===== config.mk =====
export PLATFORM = sky130hd
export DESIGN_NAME = usb_hub_port_controller_flat
export DESIGN_NICKNAME = d
export VERILOG_FILES = /design/src/sv/uhpc_pkg.sv /design/src/sv/uhpc_chan_if.sv /design/src/sv/uhpc_front.sv /design/src/sv/uhpc_queue.sv /design/src/sv/uhpc_back.sv /design/src/sv/usb_hub_port_controller.sv /design/src/flat_wrapper.sv
export SDC_FILE = /design/constraint.sdc
export NUM_CORES = 1
export LEC_CHECK = 0
export CAP_MARGIN = 20
export CORE_MARGIN = 4
export CORE_UTILIZATION = 58
export DETAILED_ROUTE_END_ITERATION = 16
export DONT_BUFFER_PORTS = 1
export GPL_TIMING_DRIVEN = 0
export HOLD_SLACK_MARGIN = 0.02
export PLACE_DENSITY = 0.81
export SKIP_CTS_REPAIR_TIMING = 1
export SLEW_MARGIN = 40
export SYNTH_ARGS = -nofsm -noshare
export SYNTH_HDL_FRONTEND = slang
export SYNTH_HIERARCHICAL = 1
export SYNTH_SLANG_ARGS = --single-unit
export TNS_END_PERCENT = 100

===== constraint.sdc =====
create_clock -name clk -period 3.6 [get_ports clk]
set_clock_uncertainty 0.15 [all_clocks]
set_input_delay 0.36 -clock clk [delete_from_list [all_inputs] [get_ports clk]]
set_output_delay 0.36 -clock clk [all_outputs]
set_load 0.05 [all_outputs]

===== src/sv/uhpc_pkg.sv =====
// Shared types and constants for the USB hub port controller.
// Used by the channel interfaces and by every module of the block; depends on nothing.
package uhpc_pkg;

	localparam int PORT_COUNT = 6;
	localparam int PORT_W     = 3;
	localparam int DEV_W      = 8;
	localparam int CHG_W      = 16;
	localparam int SETTLE_W   = 10;
	localparam int MAP_W      = 8;

	localparam logic [SETTLE_W-1:0] SETTLE_RESET = SETTLE_W'(10);
	localparam logic [3:0]          STATE_UNKNOWN = 4'd8;

	localparam logic [CHG_W-1:0] CHG_CONNECTION = 16'h0001;
	localparam logic [CHG_W-1:0] CHG_ENABLE     = 16'h0002;
	localparam logic [CHG_W-1:0] CHG_RESET      = 16'h0010;

	// Raw command codes as they arrive on the request channel.
	typedef enum logic [2:0] {
		CMD_TICK       = 3'd0,
		CMD_CONNECT    = 3'd1,
		CMD_DISCONNECT = 3'd2,
		CMD_SET        = 3'd3,
		CMD_SET_ALL    = 3'd4,
		CMD_CLEAR      = 3'd5,
		CMD_READ       = 3'd6,
		CMD_SPARE      = 3'd7
	} cmd_t;

	// Operations after classification; the spare code folds into a read.
	typedef enum logic [2:0] {
		OP_TICK,
		OP_CONNECT,
		OP_DISCONNECT,
		OP_SET,
		OP_SET_ALL,
		OP_CLEAR,
		OP_READ
	} op_t;

	typedef enum logic [2:0] {
		MODE_UNCONFIGURED = 3'd0,
		MODE_OFF          = 3'd1,
		MODE_DISCONNECTED = 3'd2,
		MODE_DISABLED     = 3'd3,
		MODE_RESETTING    = 3'd4,
		MODE_ENABLED      = 3'd5,
		MODE_SUSPENDED    = 3'd6,
		MODE_RESUMING     = 3'd7
	} mode_t;

	// A classified command as it travels from the front end to the port table.
	typedef struct packed {
		op_t               op;
		logic [PORT_W-1:0] port;
		logic              port_ok;
		mode_t             target_mode;
		logic [CHG_W-1:0]  change_mask;
		logic [DEV_W-1:0]  device_id;
	} item_t;

endpackage


===== src/sv/uhpc_chan_if.sv =====
// Request and response channel interfaces of the USB hub port controller.
// Depends on uhpc_pkg for field widths.
interface uhpc_req_if;
	logic                          valid;
	logic                          ready;
	logic [2:0]                    command;
	logic [uhpc_pkg::PORT_W-1:0]   port;
	logic [2:0]                    target_mode;
	logic [uhpc_pkg::CHG_W-1:0]    change_mask;
	logic [uhpc_pkg::DEV_W-1:0]    device_id;

	modport source (output valid, command, port, target_mode, change_mask, device_id,
		input ready);
	modport sink (input valid, command, port, target_mode, change_mask, device_id,
		output ready);
endinterface

interface uhpc_rsp_if;
	logic                          valid;
	logic                          ready;
	logic [31:0]                   port_status;
	logic [3:0]                    port_state;
	logic [uhpc_pkg::MAP_W-1:0]    change_bitmap;
	logic [uhpc_pkg::PORT_W-1:0]   found_port;
	logic                          failed;

	modport source (output valid, port_status, port_state, change_bitmap, found_port,
		failed, input ready);
	modport sink (input valid, port_status, port_state, change_bitmap, found_port,
		failed, output ready);
endinterface


===== src/sv/uhpc_front.sv =====
// Front end: accepts request transactions and classifies them into items.
// Depends on uhpc_pkg and uhpc_req_if.
module uhpc_front (
	input  logic                 clk,
	input  logic                 arst_n,
	uhpc_req_if.sink             req,
	output logic                 item_valid,
	output uhpc_pkg::item_t      item,
	input  logic                 item_ready
);

	logic            valid_s1;
	uhpc_pkg::item_t item_s1;
	uhpc_pkg::item_t classified;
	logic            take;

	assign req.ready = !valid_s1 || item_ready;
	assign take      = req.valid && req.ready;

	always_comb begin
		classified.port        = req.port;
		classified.port_ok     = (32'(req.port) < uhpc_pkg::PORT_COUNT);
		classified.target_mode = uhpc_pkg::mode_t'(req.target_mode);
		classified.change_mask = req.change_mask;
		classified.device_id   = req.device_id;
		case (uhpc_pkg::cmd_t'(req.command))
			uhpc_pkg::CMD_TICK:       classified.op = uhpc_pkg::OP_TICK;
			uhpc_pkg::CMD_CONNECT:    classified.op = uhpc_pkg::OP_CONNECT;
			uhpc_pkg::CMD_DISCONNECT: classified.op = uhpc_pkg::OP_DISCONNECT;
			uhpc_pkg::CMD_SET:        classified.op = uhpc_pkg::OP_SET;
			uhpc_pkg::CMD_SET_ALL:    classified.op = uhpc_pkg::OP_SET_ALL;
			uhpc_pkg::CMD_CLEAR:      classified.op = uhpc_pkg::OP_CLEAR;
			default:                  classified.op = uhpc_pkg::OP_READ;
		endcase
	end

	always_ff @(posedge clk or negedge arst_n) begin
		if (!arst_n) begin
			valid_s1 <= 1'b0;
		end else if (req.ready) begin
			valid_s1 <= req.valid;
		end
	end

	always_ff @(posedge clk) begin
		if (take) begin
			item_s1 <= classified;
		end
	end

	assign item_valid = valid_s1;
	assign item       = item_s1;

endmodule


===== src/sv/uhpc_queue.sv =====
// Two-entry queue between the front end and the port table.
// Depends on uhpc_pkg for the item type.
module uhpc_queue (
	input  logic            clk,
	input  logic            arst_n,
	input  logic            push_valid,
	input  uhpc_pkg::item_t push_item,
	output logic            push_ready,
	output logic            pop_valid,
	output uhpc_pkg::item_t pop_item,
	input  logic            pop_ready
);

	uhpc_pkg::item_t entry_q [2];
	logic            wr_ptr_q;
	logic            rd_ptr_q;
	logic [1:0]      count_q;
	logic            push;
	logic            pop;

	assign push_ready = (count_q != 2'd2);
	assign pop_valid  = (count_q != 2'd0);
	assign push       = push_valid && push_ready;
	assign pop        = pop_valid && pop_ready;
	assign pop_item   = entry_q[rd_ptr_q];

	always_ff @(posedge clk or negedge arst_n) begin
		if (!arst_n) begin
			wr_ptr_q <= 1'b0;
			rd_ptr_q <= 1'b0;
			count_q  <= 2'd0;
		end else begin
			if (push) begin
				wr_ptr_q <= !wr_ptr_q;
			end
			if (pop) begin
				rd_ptr_q <= !rd_ptr_q;
			end
			case ({push, pop})
				2'b10:   count_q <= count_q + 2'd1;
				2'b01:   count_q <= count_q - 2'd1;
				default: count_q <= count_q;
			endcase
		end
	end

	always_ff @(posedge clk) begin
		if (push) begin
			entry_q[wr_ptr_q] <= push_item;
		end
	end

endmodule


===== src/sv/uhpc_back.sv =====
// Back end: the per-port state table, command execution and the response register.
// Depends on uhpc_pkg and uhpc_rsp_if.
module uhpc_back (
	input  logic                          clk,
	input  logic                          arst_n,
	input  logic                          cfg_we,
	input  logic [uhpc_pkg::SETTLE_W-1:0] cfg_wdata,
	input  logic                          item_valid,
	input  uhpc_pkg::item_t               item,
	output logic                          item_ready,
	uhpc_rsp_if.source                    rsp
);

	typedef struct packed {
		uhpc_pkg::mode_t                 mode;
		uhpc_pkg::mode_t                 armed;
		logic                            occupied;
		logic [uhpc_pkg::CHG_W-1:0]      changes;
		logic [uhpc_pkg::SETTLE_W-1:0]   count;
	} port_rec_t;

	port_rec_t                      rec_q   [uhpc_pkg::PORT_COUNT];
	port_rec_t                      rec_n   [uhpc_pkg::PORT_COUNT];
	logic [uhpc_pkg::DEV_W-1:0]     dev_q   [uhpc_pkg::PORT_COUNT];
	logic [uhpc_pkg::PORT_COUNT-1:0] dev_we;
	logic [uhpc_pkg::SETTLE_W-1:0]  settle_q;
	logic [uhpc_pkg::SETTLE_W-1:0]  settle_eff;

	logic                           rsp_valid_q;
	logic [31:0]                    status_q;
	logic [3:0]                     state_q;
	logic [uhpc_pkg::MAP_W-1:0]     bitmap_q;
	logic [uhpc_pkg::PORT_W-1:0]    found_q;
	logic                           failed_q;

	logic [31:0]                    status_n;
	logic [3:0]                     state_n;
	logic [uhpc_pkg::MAP_W-1:0]     bitmap_n;
	logic [uhpc_pkg::PORT_W-1:0]    found_n;
	logic                           failed_n;
	logic                           hit;
	logic                           exec;

	// Port rules for a mode change; the settle count is only touched on arming.
	function automatic port_rec_t apply_state(port_rec_t r, uhpc_pkg::mode_t st,
			logic [uhpc_pkg::SETTLE_W-1:0] settle);
		port_rec_t o;
		o = r;
		case (st)
			uhpc_pkg::MODE_OFF: begin
				o.changes = r.changes & ~(uhpc_pkg::CHG_CONNECTION | uhpc_pkg::CHG_ENABLE
					| uhpc_pkg::CHG_RESET);
			end
			uhpc_pkg::MODE_RESETTING, uhpc_pkg::MODE_RESUMING: begin
				o.count = settle;
				o.armed = st;
			end
			uhpc_pkg::MODE_ENABLED: begin
				if (r.mode == uhpc_pkg::MODE_RESETTING) begin
					o.changes = r.changes | uhpc_pkg::CHG_RESET;
				end
			end
			default: o = o;
		endcase
		o.mode = st;
		return o;
	endfunction

	function automatic logic [31:0] status_word(port_rec_t r);
		logic [31:0] s;
		s      = 32'd0;
		s[0]   = r.occupied;
		s[1]   = (r.mode == uhpc_pkg::MODE_ENABLED);
		s[2]   = (r.mode == uhpc_pkg::MODE_SUSPENDED) || (r.mode == uhpc_pkg::MODE_RESUMING);
		s[4]   = (r.mode == uhpc_pkg::MODE_RESETTING);
		s[8]   = (r.mode != uhpc_pkg::MODE_OFF);
		s[31:16] = r.changes;
		return s;
	endfunction

	assign item_ready = !rsp_valid_q || rsp.ready;
	assign exec       = item_valid && item_ready;
	assign settle_eff = (settle_q == '0) ? uhpc_pkg::SETTLE_W'(1) : settle_q;

	always_comb begin
		hit      = 1'b0;
		found_n  = '0;
		failed_n = 1'b0;
		dev_we   = '0;
		for (int i = 0; i < uhpc_pkg::PORT_COUNT; i++) begin
			rec_n[i] = rec_q[i];
		end
		case (item.op)
			uhpc_pkg::OP_TICK: begin
				for (int i = 0; i < uhpc_pkg::PORT_COUNT; i++) begin
					if (rec_q[i].count != '0) begin
						rec_n[i].count = rec_q[i].count - uhpc_pkg::SETTLE_W'(1);
						if (rec_q[i].count == uhpc_pkg::SETTLE_W'(1)
								&& rec_q[i].mode == rec_q[i].armed) begin
							rec_n[i] = apply_state(rec_n[i], uhpc_pkg::MODE_ENABLED, settle_eff);
						end
					end
				end
			end
			uhpc_pkg::OP_CONNECT: begin
				failed_n = 1'b1;
				for (int i = 0; i < uhpc_pkg::PORT_COUNT; i++) begin
					if (!hit && !rec_q[i].occupied) begin
						hit              = 1'b1;
						rec_n[i].occupied = 1'b1;
						rec_n[i].mode    = uhpc_pkg::MODE_DISABLED;
						rec_n[i].changes = rec_q[i].changes | uhpc_pkg::CHG_CONNECTION;
						dev_we[i]        = 1'b1;
						found_n          = uhpc_pkg::PORT_W'(i);
						failed_n         = 1'b0;
					end
				end
			end
			uhpc_pkg::OP_DISCONNECT: begin
				failed_n = 1'b1;
				for (int i = 0; i < uhpc_pkg::PORT_COUNT; i++) begin
					if (!hit && rec_q[i].occupied && dev_q[i] == item.device_id) begin
						hit              = 1'b1;
						rec_n[i].occupied = 1'b0;
						rec_n[i].mode    = uhpc_pkg::MODE_DISCONNECTED;
						rec_n[i].changes = rec_q[i].changes | uhpc_pkg::CHG_CONNECTION;
						found_n          = uhpc_pkg::PORT_W'(i);
						failed_n         = 1'b0;
					end
				end
			end
			uhpc_pkg::OP_SET: begin
				for (int i = 0; i < uhpc_pkg::PORT_COUNT; i++) begin
					if (item.port_ok && item.port == uhpc_pkg::PORT_W'(i)) begin
						rec_n[i] = apply_state(rec_q[i], item.target_mode, settle_eff);
					end
				end
			end
			uhpc_pkg::OP_SET_ALL: begin
				for (int i = 0; i < uhpc_pkg::PORT_COUNT; i++) begin
					rec_n[i] = apply_state(rec_q[i], item.target_mode, settle_eff);
				end
			end
			uhpc_pkg::OP_CLEAR: begin
				for (int i = 0; i < uhpc_pkg::PORT_COUNT; i++) begin
					if (item.port_ok && item.port == uhpc_pkg::PORT_W'(i)) begin
						rec_n[i].changes = rec_q[i].changes & ~item.change_mask;
					end
				end
			end
			default: hit = 1'b0;
		endcase

		// The response reflects the table after the command has been applied.
		bitmap_n = '0;
		status_n = 32'd0;
		state_n  = uhpc_pkg::STATE_UNKNOWN;
		for (int i = 0; i < uhpc_pkg::PORT_COUNT; i++) begin
			bitmap_n[i+1] = (rec_n[i].changes != '0);
			if (item.port_ok && item.port == uhpc_pkg::PORT_W'(i)) begin
				status_n = status_word(rec_n[i]);
				state_n  = {1'b0, rec_n[i].mode};
			end
		end
	end

	always_ff @(posedge clk or negedge arst_n) begin
		if (!arst_n) begin
			settle_q    <= uhpc_pkg::SETTLE_RESET;
			rsp_valid_q <= 1'b0;
			for (int i = 0; i < uhpc_pkg::PORT_COUNT; i++) begin
				rec_q[i] <= '0;
			end
		end else begin
			if (cfg_we) begin
				settle_q <= cfg_wdata;
			end
			if (item_ready) begin
				rsp_valid_q <= item_valid;
			end
			if (exec) begin
				for (int i = 0; i < uhpc_pkg::PORT_COUNT; i++) begin
					rec_q[i] <= rec_n[i];
				end
			end
		end
	end

	always_ff @(posedge clk) begin
		if (exec) begin
			status_q <= status_n;
			state_q  <= state_n;
			bitmap_q <= bitmap_n;
			found_q  <= found_n;
			failed_q <= failed_n;
			for (int i = 0; i < uhpc_pkg::PORT_COUNT; i++) begin
				if (dev_we[i]) begin
					dev_q[i] <= item.device_id;
				end
			end
		end
	end

	assign rsp.valid         = rsp_valid_q;
	assign rsp.port_status   = status_q;
	assign rsp.port_state    = state_q;
	assign rsp.change_bitmap = bitmap_q;
	assign rsp.found_port    = found_q;
	assign rsp.failed        = failed_q;

endmodule


===== src/sv/usb_hub_port_controller.sv =====
// Top level of the USB hub port controller: front end, queue and port table.
// Depends on uhpc_pkg, uhpc_chan_if, uhpc_front, uhpc_queue and uhpc_back.
//
//   Channel  Dir  Handshake    Contents
//   req      in   valid/ready  command, port, target_mode, change_mask, device_id
//   rsp      out  valid/ready  port_status, port_state, change_bitmap, found_port, failed
//   cfg      in   cfg_we only  settle_ticks (10 bits), written on any enabled edge
//
// Every request transaction yields exactly one response transaction, in order.
// The block sustains one transaction per cycle while rsp.ready holds; each response passes
// through the front-end register, the queue slot and the response register after acceptance.
// Reset clears every port to unconfigured with no changes, no devices and no countdown,
// and restores settle_ticks to ten. No clearing pass is needed after reset.
// A stalled response holds the port table; the two-entry queue lets the front end keep
// accepting while the back end waits, and the request side stalls once the queue and front register fill.
module usb_hub_port_controller (
	input  logic                          clk,
	input  logic                          arst_n,
	input  logic                          cfg_we,
	input  logic [uhpc_pkg::SETTLE_W-1:0] cfg_wdata,
	uhpc_req_if.sink                      req,
	uhpc_rsp_if.source                    rsp
);

	// Classified items travel from the front end to the queue, then to the table.
	logic            front_valid;
	logic            front_ready;
	uhpc_pkg::item_t front_item;
	logic            back_valid;
	logic            back_ready;
	uhpc_pkg::item_t back_item;

	// The front end decodes the command and checks the port number once, so the
	// back end only sees clean operation codes and a port-valid flag.
	uhpc_front u_front (
		.clk        (clk),
		.arst_n     (arst_n),
		.req        (req),
		.item_valid (front_valid),
		.item       (front_item),
		.item_ready (front_ready)
	);

	uhpc_queue u_queue (
		.clk        (clk),
		.arst_n     (arst_n),
		.push_valid (front_valid),
		.push_item  (front_item),
		.push_ready (front_ready),
		.pop_valid  (back_valid),
		.pop_item   (back_item),
		.pop_ready  (back_ready)
	);

	// The back end updates all ports in the cycle the item is popped and registers
	// the response built from the updated table.
	uhpc_back u_back (
		.clk        (clk),
		.arst_n     (arst_n),
		.cfg_we     (cfg_we),
		.cfg_wdata  (cfg_wdata),
		.item_valid (back_valid),
		.item       (back_item),
		.item_ready (back_ready),
		.rsp        (rsp)
	);

endmodule

===== src/flat_wrapper.sv =====
// flat-port wrapper written by rule: the top's interface ports become plain ports
module usb_hub_port_controller_flat 
  (clk, arst_n, cfg_we, cfg_wdata, req_valid, req_command, req_port, req_target_mode, req_change_mask, req_device_id, req_ready, rsp_valid, rsp_port_status, rsp_port_state, rsp_change_bitmap, rsp_found_port, rsp_failed, rsp_ready);
  uhpc_req_if req_i ();
  uhpc_rsp_if rsp_i ();
  input  logic clk;
  input  logic arst_n;
  input  logic cfg_we;
  input  logic [uhpc_pkg::SETTLE_W-1:0] cfg_wdata;
  input wire logic [$bits(req_i.valid)-1:0] req_valid;
  input wire logic [$bits(req_i.command)-1:0] req_command;
  input wire logic [$bits(req_i.port)-1:0] req_port;
  input wire logic [$bits(req_i.target_mode)-1:0] req_target_mode;
  input wire logic [$bits(req_i.change_mask)-1:0] req_change_mask;
  input wire logic [$bits(req_i.device_id)-1:0] req_device_id;
  output wire logic [$bits(req_i.ready)-1:0] req_ready;
  output wire logic [$bits(rsp_i.valid)-1:0] rsp_valid;
  output wire logic [$bits(rsp_i.port_status)-1:0] rsp_port_status;
  output wire logic [$bits(rsp_i.port_state)-1:0] rsp_port_state;
  output wire logic [$bits(rsp_i.change_bitmap)-1:0] rsp_change_bitmap;
  output wire logic [$bits(rsp_i.found_port)-1:0] rsp_found_port;
  output wire logic [$bits(rsp_i.failed)-1:0] rsp_failed;
  input wire logic [$bits(rsp_i.ready)-1:0] rsp_ready;
  assign req_i.valid = req_valid;
  assign req_i.command = req_command;
  assign req_i.port = req_port;
  assign req_i.target_mode = req_target_mode;
  assign req_i.change_mask = req_change_mask;
  assign req_i.device_id = req_device_id;
  assign req_ready = req_i.ready;
  assign rsp_valid = rsp_i.valid;
  assign rsp_port_status = rsp_i.port_status;
  assign rsp_port_state = rsp_i.port_state;
  assign rsp_change_bitmap = rsp_i.change_bitmap;
  assign rsp_found_port = rsp_i.found_port;
  assign rsp_failed = rsp_i.failed;
  assign rsp_i.ready = rsp_ready;
  usb_hub_port_controller u_core (.clk(clk), .arst_n(arst_n), .cfg_we(cfg_we), .cfg_wdata(cfg_wdata), .req(req_i), .rsp(rsp_i));
endmodule

==> metrics list <==
- Number of slew-limit violations in the final report: 0
- I/O pin cnt: 98
* Number of antenna violations at the first check in global routing: 0
- First-pass GRT wire length: slightly above 100 mm
- The flow ran to the end, but the final reports show violations.
* Overall overflow remaining after global route: 0
- Multiplexer area fraction after synthesis: 0.0435
* Clock edge transition at the registers on the reported setup and hold paths: 0.06 ns
* Final net count: about 2100
- STA classifies the critical path startpoint as a flop.
* IO Port Bufs: 0
- P per Cell Area: about 900 nW/um^2
- Sequence of cells on the critical path: buf_6, buf_12, mux2_4, buf_4, buf_4, and3b_2, nand2_1, clkbuf_1, o21ai_0, nand4_1, nor4_2, nand4_1
- CTS tree: yes
* Antenna cell count: 0
- Cell count after placement: between 2000 and 2500
- Remaining antenna violation count after routing: 0
- Max Root-Sink Buffers: 3
- Of the total synthesized cell area, the portion taken by full adders, half adders and majority gates is 0.00793.
- Dividing the synthesized area by the synthesized cell count gives approximately 11 sq um.
- Final cell count without fillers: roughly 2600
- Height of the chip: between 150 and 200 um
- Broken down by cell family, the worst path's largest delay share belongs to simple AND/OR/NAND/NOR gates.
* Standard-cell rows: 68
* Count of max-cap constraint violations: 0
* Worst IR drop on VDD: 0.934 mV
- Top achievable clock speed: ~270 MHz
* Final Routed Wirelength: roughly 70 mm
- Path class of the lowest-slack min-delay path: in2async
* Min cycle time layout: between 3 and 4 ns
- Library cell used as clock root buffer: clkbuf_16
* Effective utilization at floorplan: 0.591
- Longest individual stage delay on the worst path: between 0.3 and 0.4 ns
* Failing checks: hold timing, setup timing
* GRT Resource Usage Total: 0.345
* Required time of the critical path: roughly 3.7 ns
- Synth Instances: 1939
* Final number of hold-violating endpoints: ~210
* Combinational family with the most area after synthesis: compound AO/OA/AOI/OAI gates
- Via count of the first global-routing pass: ~17000
- Yosys instantiated no cell more often than o21ai_0.
- Of the total synthesized cell area, the portion taken by XOR and XNOR cells is 0.0393.
* CTS HTree Levels: 2
* Final setup violation count: 7
* Static leakage: between 0.009 and 0.01 uW
- At the end of routability-driven placement, the weighted congestion stood at 1.01.
- Layout cell share with drive strength beyond 1: 0.175
- Worst-path cell with the longest stage delay: o21ai_0
* Count of vias placed by the detailed router: around 17000
- Fraction of the yosys area taken by sequential cells: 0.532
* Biggest area contributors in the synthesized netlist: edfxtp_1 27%, dfrtp_1 26%, o21ai_0 5.9%
- Post-synth top cells: 243 x o21ai_0, 212 x dfrtp_1, 195 x nand2_1
- Entering global routing, the biggest net connects approximately 220 pins.
- Clock latency on the worst-skew pair: around 0.60 ns
- In the finished design, the share of the clock period the worst path needs comes to 1.02.
- Area share of the largest cell type after synthesis: 0.271
* Area growth from synthesis to layout: 18.2%
- The routed design uses ~6.0 mm of met3 wire.
- Counting cells, the worst reg-to-reg path comes to 12.
- The tree built by TritonCTS fans out to between 300 and 400 sinks.
- Data on the critical path arrives at its endpoint at 3.82 ns.
- Counting flops and latches in the post-synthesis netlist gives 399.
* Width of the chip: ~200 um
- Headroom to the max-slew limit: 0.396
* Worst-Margin Slew: around 0.9 ns
- Max FO, Critical Path: 10
* Final Hold Slack: -0.689 ns
* Routed length per instance: roughly 27 um
* Cell count along the critical path: 12
- Worst Setup Path Type: reg2reg
* Kind of end point of the critical path: flop
- Predominant post-synthesis flop cell: dfrtp_1
* Uppermost routed layer: met4
- Filler instances: about 2500
* Unrepaired setup endpoints after global routing: true
- Dividing the detail-routed via count by the number of cells gives roughly 7.
* Simple-Gate Fraction of Synth Area: 0.140
- Count of buffering cells on the critical path with inverters included: 5
- Length of the first detailed-routing pass in iterations: 9
- Once layout is complete, the utilization of the core stands at 0.699.
- Summed over all nets, the half-perimeter wirelength after detailed placement is between 40 and 50 mm.
- Yosys mapped a number of flops with a built-in enable equal to roughly 190.
- For this run, the number of Yosys warnings is 6.
* R2r setup slk: -0.09 ns
- Number of DRC markers in iteration 0: between 2000 and 2500
- The detailed router put a total of about 25 mm of wire on met1.
- The core region is 34700 sq um.
- DRC: 0
- Async S/R FF share, synth: 0.536
- After synthesis the cells add up to slightly above 20000 sq um.
* Smallest setup slack after layout: -0.0853 ns
* Area of the die: 38500 sq um
- The netlist uses 90 different library cells.
- Post-synthesis compound-gate area fraction: 0.196
* Number of buffers created by CTS: 42
- Cell taking the most area after synthesis: edfxtp_1
* Met2 wire length: around 33 mm
logic make-up after synthesis:
kind of cell | count (synthesis)
fa+ha+maj | 13
xor+xnor | 92
compound gates | 631
buf+inv | 168
simple gates | 561
mux | 74
other cells | 1
flops | 399
cell usage in the layout (no fill, tap or decap), drive strengths merged, types with 13 or more instances in the layout:
cell type    count
nor4            21
xnor2           73
o21a            90
clkinv          16
mux2            52
a22o            69
nand2b          31
nor3            46
nand4           34
dfrtp          212
o22ai           26
nor2            88
edfxtp         185
dlygate4sd3     45
inv             26
o21ai          245
or3             15
ha              13
conb            13
nand3           33
nand2          195
clkbuf         129
a21oi           97
and2            18
mux2i           15
buf             94
xor2            19
flip-flops by register name, indices dropped and copies added, names as in the netlist:
name	flops
u_core/u_back/rsp.failed	1
u_core/u_back/dev_q	48
u_core/u_queue/rd_ptr_q	1
u_core/u_back/rsp.port_status	21
u_core/u_queue/wr_ptr_q	1
u_core/u_back/rsp.valid	1
u_core/u_back/rec_q	198
u_core/u_back/rsp.change_bitmap	6
u_core/u_back/rsp.port_state	4
u_core/u_back/settle_q	10
u_core/u_queue/entry_q	68
u_core/u_front/item	34
u_core/u_queue/count_q	2
u_core/u_back/rsp.found_port	3
u_core/u_front/item_valid	1
report_power, final:
group          internal, uW  switching, uW  total (uW)  leakage [uW]
clock                  2870           1910        4780      0.000746
sequential             6100           1460        7570       0.00455
combinational          3530           6410        9940       0.00412
per-stage QoR:
step           instance area [sq um]  setup TNS (ns)  power, uW  setup WS [ns]  hold WS [ns]
3_3_place_gp                   21100          -79.66      15900          -1.16       -0.0782
5_1_grt                        24300          -0.477      23200         -0.128        -0.714
2_1_floorplan                  20600               0      13300          0.230       -0.0856
3_5_place_dp                   21300          -23.63      16200         -0.953       -0.0791
6_report                       24300          -0.285      22300        -0.0853        -0.689
4_1_cts                        22800          -30.89      21100         -0.983        -0.713
worst paths after layout:
path | startpoint | endpoint
hold / removal | arst_n | u_core/u_back/rec_q[92]
setup / recovery | u_core/u_queue/rd_ptr_q | u_core/u_back/rsp.change_bitmap[4]
setup reg to reg | u_core/u_queue/rd_ptr_q | u_core/u_back/rsp.change_bitmap[4]
max in group asynchronous | arst_n | u_core/u_back/rec_q[55]
min in group clk | req_valid | u_core/u_front/item[22]
hold reg to reg | u_core/u_front/item[15] | u_core/u_queue/entry_q[1][15]
area by class of cell:
| cell class | instances | area [sq um] | share of cell area |
|---|---|---|---|
| inverter | 25 | 93.8 | 0.00387 |
| buffer | 129 | 801 | 0.0330 |
| clock buffer | 51 | 1100 | 0.0456 |
| multi-input combinational | 1384 | 9510 | 0.392 |
| timing repair buffer | 88 | 838 | 0.0346 |
| tap | 455 | 569 | 0.0235 |
| sequential | 399 | 10900 | 0.450 |
| clock inverter | 27 | 427 | 0.0176 |
routing by layer:
metal  GRT usage  up-vias
li1            -     7493
met3      0.0611      343
met2       0.562     1171
met5           0        -
met1       0.422     8477
met4       0.235        0
Note: power is estimated with default switching activity, not from simulation.
